**config.mk**
```make
export PLATFORM = sky130hd
export DESIGN_NAME = stq_cell
export DESIGN_NICKNAME = d
export VERILOG_FILES = /design/src/design/stq_pkg.sv /design/src/design/stq_cell.sv
export SDC_FILE = /design/constraint.sdc
export NUM_CORES = 1
export LEC_CHECK = 0
export ABC_CLOCK_PERIOD_IN_PS = 5620
export BUFFER_PORTS_ARGS = -buffer_cell sky130_fd_sc_hd__buf_4
export CORE_UTILIZATION = 29
export DETAILED_ROUTE_END_ITERATION = 8
export GPL_TIMING_DRIVEN = 0
export RECOVER_POWER = 25
export SLEW_MARGIN = 10
export SYNTH_ARGS = -nofsm -noshare
export SYNTH_HDL_FRONTEND = slang
export SYNTH_SLANG_ARGS = --single-unit
```
**constraint.sdc**
```tcl
create_clock -name clk -period 5.62 [get_ports clk]
set_clock_uncertainty 0.15 [all_clocks]
set_input_delay 0.843 -clock clk [delete_from_list [all_inputs] [get_ports clk]]
set_output_delay 0.843 -clock clk [all_outputs]
set_load 0.02 [all_outputs]
```
**src/design/stq_pkg.sv**
```systemverilog
// Shared types and constants for the sorted timer event queue.
package stq_pkg;

	localparam int QUEUE_DEPTH = 16;
	localparam int CNT_W       = $clog2(QUEUE_DEPTH + 1);
	localparam int TIME_W      = 64;
	localparam int TPS_W       = 32;
	localparam int DELAY_W     = 32;
	localparam int TAG_W       = 8;
	localparam int PENDING_W   = 5;

	localparam logic [TPS_W-1:0] TPS_RESET = 32'd62500000;

	localparam logic FUNC_TICK   = 1'b0;
	localparam logic FUNC_INSERT = 1'b1;

	typedef enum logic [1:0] {
		STATUS_OK         = 2'd0,
		STATUS_FULL       = 2'd1,
		STATUS_NOT_INSERT = 2'd2
	} status_t;

	typedef struct packed {
		logic [TIME_W-1:0] expiry;
		logic [TAG_W-1:0]  tag;
	} entry_t;

	// Operation broadcast to every cell of the chain.
	typedef struct packed {
		logic   insert;
		logic   pop;
		entry_t new_entry;
	} cell_ctl_t;

endpackage

```
**src/design/stq_cell.sv**
```systemverilog
// One slot of the sorted timer chain: holds one entry and shifts with its neighbors.
module stq_cell (
	input  logic              clk,
	input  stq_pkg::cell_ctl_t ctl,
	input  logic              occupied,
	input  logic              prev_keep,
	input  stq_pkg::entry_t   prev_entry,
	input  stq_pkg::entry_t   next_entry,
	output stq_pkg::entry_t   entry,
	output logic              keep
);
	import stq_pkg::*;

	entry_t entry_q;

	// An occupied slot at or before the new expiry stays; because the chain is sorted
	// these slots form a prefix, and the first slot after it takes the new entry.
	assign keep  = occupied && (entry_q.expiry <= ctl.new_entry.expiry);
	assign entry = entry_q;

	always_ff @(posedge clk) begin
		if (ctl.insert) begin
			if (!keep) begin
				entry_q <= prev_keep ? ctl.new_entry : prev_entry;
			end
		end else if (ctl.pop) begin
			entry_q <= next_entry;
		end
	end

endmodule

```
==> impl_metrics.tcl <==
set metrics [dict create \
    layout_commonest_cell "buf_4" \
    clk_pin_slew_ns 0.06 \
    nNetsFinal 1137 \
    r2r_slack_ns 2.17 \
    yosys_warnings 0 \
    synthToLayoutAreaGrowth_pct 48.84 \
    finalHoldViolations 0 \
    vias 5095 \
    power_density_nw_per_um2 233.4 \
    drive_gt1_share_pct 30.61 \
    drv_slew 0 \
    drcViolationCount 0 \
    pre_cts_ws_ns 1.367 \
    ys_types 31 \
    p_total_uw 1835 \
    leakagePower_uw 0.003821 \
    r2r-start "entry[62]" \
    ant_nets 0 \
    seq_area_frac_synth_pct 40.95 \
    postCtsHoldBufs 0 \
    dieArea_um2 18750 \
    timing.final.crit_share_pct 72.66 \
    antennaDiodeCount 0 \
    fmax_mhz 244.9 \
    dieWidth_um 136.9 \
    coreArea_um2 17540 \
    post-route-worst-setup-slack_ns 1.537 \
    max_slew_margin_pct 48.71 \
    worstHoldPathCells 3 \
    syn-instance-count 549 \
    dp_hpwl_mm 14.38 \
    routedWlPerCell_um 16.27 \
    first_global_vias 5136 \
    worstRegToRegCells 9 \
    holdWs_ns 0.6701 \
    cts_setup_buffers 0 \
    cts_tree "done" \
    routed_wl_mm 17.59 \
    path_cells "buf_4, inv_1, ha_1, nand4_1, nor4_1, nand2_1, or3_1, or3_1, a21boi_0, buf_4" \
    worstMarginPinSlew_ns 0.7694 \
    fin_crit_ns 4.083 \
    cp_max_fo 3 \
    tns_ns 0 \
    setup_viol 0 \
    clk_latency_ns 0.34 \
    syn-cell-area_um2 5280 \
    cts_buffers 9 \
    status "completed" \
    critical_path.max_stage_delay_ns 0.43 \
    whs_endpoint "entry[43]" \
    root_buffer "clkbuf_16" \
    cp_slowest_cell "or3_1" \
    gp_congestion 0.8296 \
    layout_common_cells "buf_4, a21oi_1, mux2i_1" \
    startpoint "ctl[63]" \
    rows 48 \
    antenna_found_initial 0 \
    ir_worst_vdd_mv 0.1328 \
    htreeDepth 3 \
    min_path_type "in -> reg" \
    crit_buf_inv 3 \
    clk_path_buf_depth 2 \
    port_buffers 291 \
    worstSetupPathType "in -> out" \
    largest_reg_flops 72 \
    avgSynthCellArea_um2 9.618 \
    syn_nets 834 \
    rsz0062_at_grt "no" \
    firstDrtPassIters 4 \
    gr-total-overflow 0 \
    required_ns 4.63 \
    r2r-end "entry[8]" \
    via_per_inst 4.713 \
    cts_resized 0 \
    grt.total_usage_pct 18.62 \
    drv_cap 0 \
    start_util_pct 30.11 \
    die_h_um 136.9 \
    grt_pass1_wl_mm 26.33 \
    critPathCaptureType "output port" \
    critPathTopFamily "simple AND/OR/NAND/NOR gates" \
    synth_seq_cells 72 \
    startpoint_type "primary input" \
    cts.sinks 72 \
    ios 294 \
    grt_max_degree 42 \
    crit_arrival_ns 3.09 \
    drt_iter0_drc 118 \
    hp-start "next_entry[43]" \
]
## power breakdown
part | leakage [µW] | internal, µW | total, µW | switching (µW)
combinational | 0.00298 | 253 | 565 | 312
sequential | 0.000704 | 672 | 703 | 30.6
clock | 0.000133 | 340 | 567 | 227
## kinds of logic (layout without fill, tap and decap cells)
kind of cell               Yosys count  count (layout)  share of synthesized area (%)
and+or+nand+nor                    127             127                          10.99
adders and majority gates           64              64                          15.17
muxes                               73              73                          13.84
buffers and inverters               92             399                          6.754
AOI/OAI and AO/OA                  121             121                          12.30
DFF                                 72              72                          40.95
## Yosys cell counts
cell	n	area share, %
a21oi_1	98	9.3
o211ai_1	1	0.14
a31oi_1	1	0.12
nand4_1	14	1.7
a211oi_1	2	0.28
nand2_1	15	1.1
nand3_1	9	0.85
buf_4	1	0.14
a221oi_1	3	0.50
buf_1	6	0.43
a21o_1	5	0.71
or4b_1	1	0.19
o31ai_1	1	0.14
or3_1	3	0.36
a31o_1	1	0.17
nor4_1	4	0.47
nand2b_1	1	0.12
nor3b_1	2	0.28
a21boi_0	1	0.14
nand4_2	2	0.47
o21bai_1	1	0.14
clkbuf_1	11	0.78
ha_1	64	15
nor3_1	3	0.28
buf_2	6	0.57
nor2b_1	1	0.12
o21ai_0	7	0.66
inv_1	68	4.8
mux2i_1	73	14
nor2_1	72	5.1
edfxtp_1	72	41
## worst max-delay path by stage
stage	end	slack, ns	cells after the start
2_1_floorplan	entry[0]	1.26	9
3_3_place_gp	entry[2]	-0.35	10
3_5_place_dp	keep	1.37	10
4_1_cts	keep	1.36	10
5_1_grt	keep	1.31	10
6_report	keep	1.54	10
## layer usage
layer  up-vias  global-route usage [%]  part of all wire, %  wire, µm
li1       2580                       -                    -         -
met5         -                       0                    0         0
met4         0                   5.739                  1.5       261
met3        18                   3.889                  7.0      1223
met2       181                   33.22                   49      8584
met1      2316                   22.20                   43      7520
## stage by stage
stage	instance area [µm²]	util (%)	cells
after floorplan	5280	-	549
after global placement	7746	44.17	1065
after detailed placement	7775	44.34	1066
after CTS	8054	45.93	1081
after global routing	7859	44.81	1081
final	7859	44.81	1081
## final cells by class
class,instances,area (µm²)
clock buffer,11,232.7
timing repair buffer,292,2009
clock inverter,4,46.29
fill,1793,9678
multi-input combinational,385,2770
tap,225,281.5
inverter,68,255.2
sequential,72,2162
buffer,24,101.3
## worst min-delay path, stage by stage
cell and delay [ns]:
buf_4 0.08, nor2_1 0.03, a21oi_1 0.10
(Power assumes the default switching activity.)
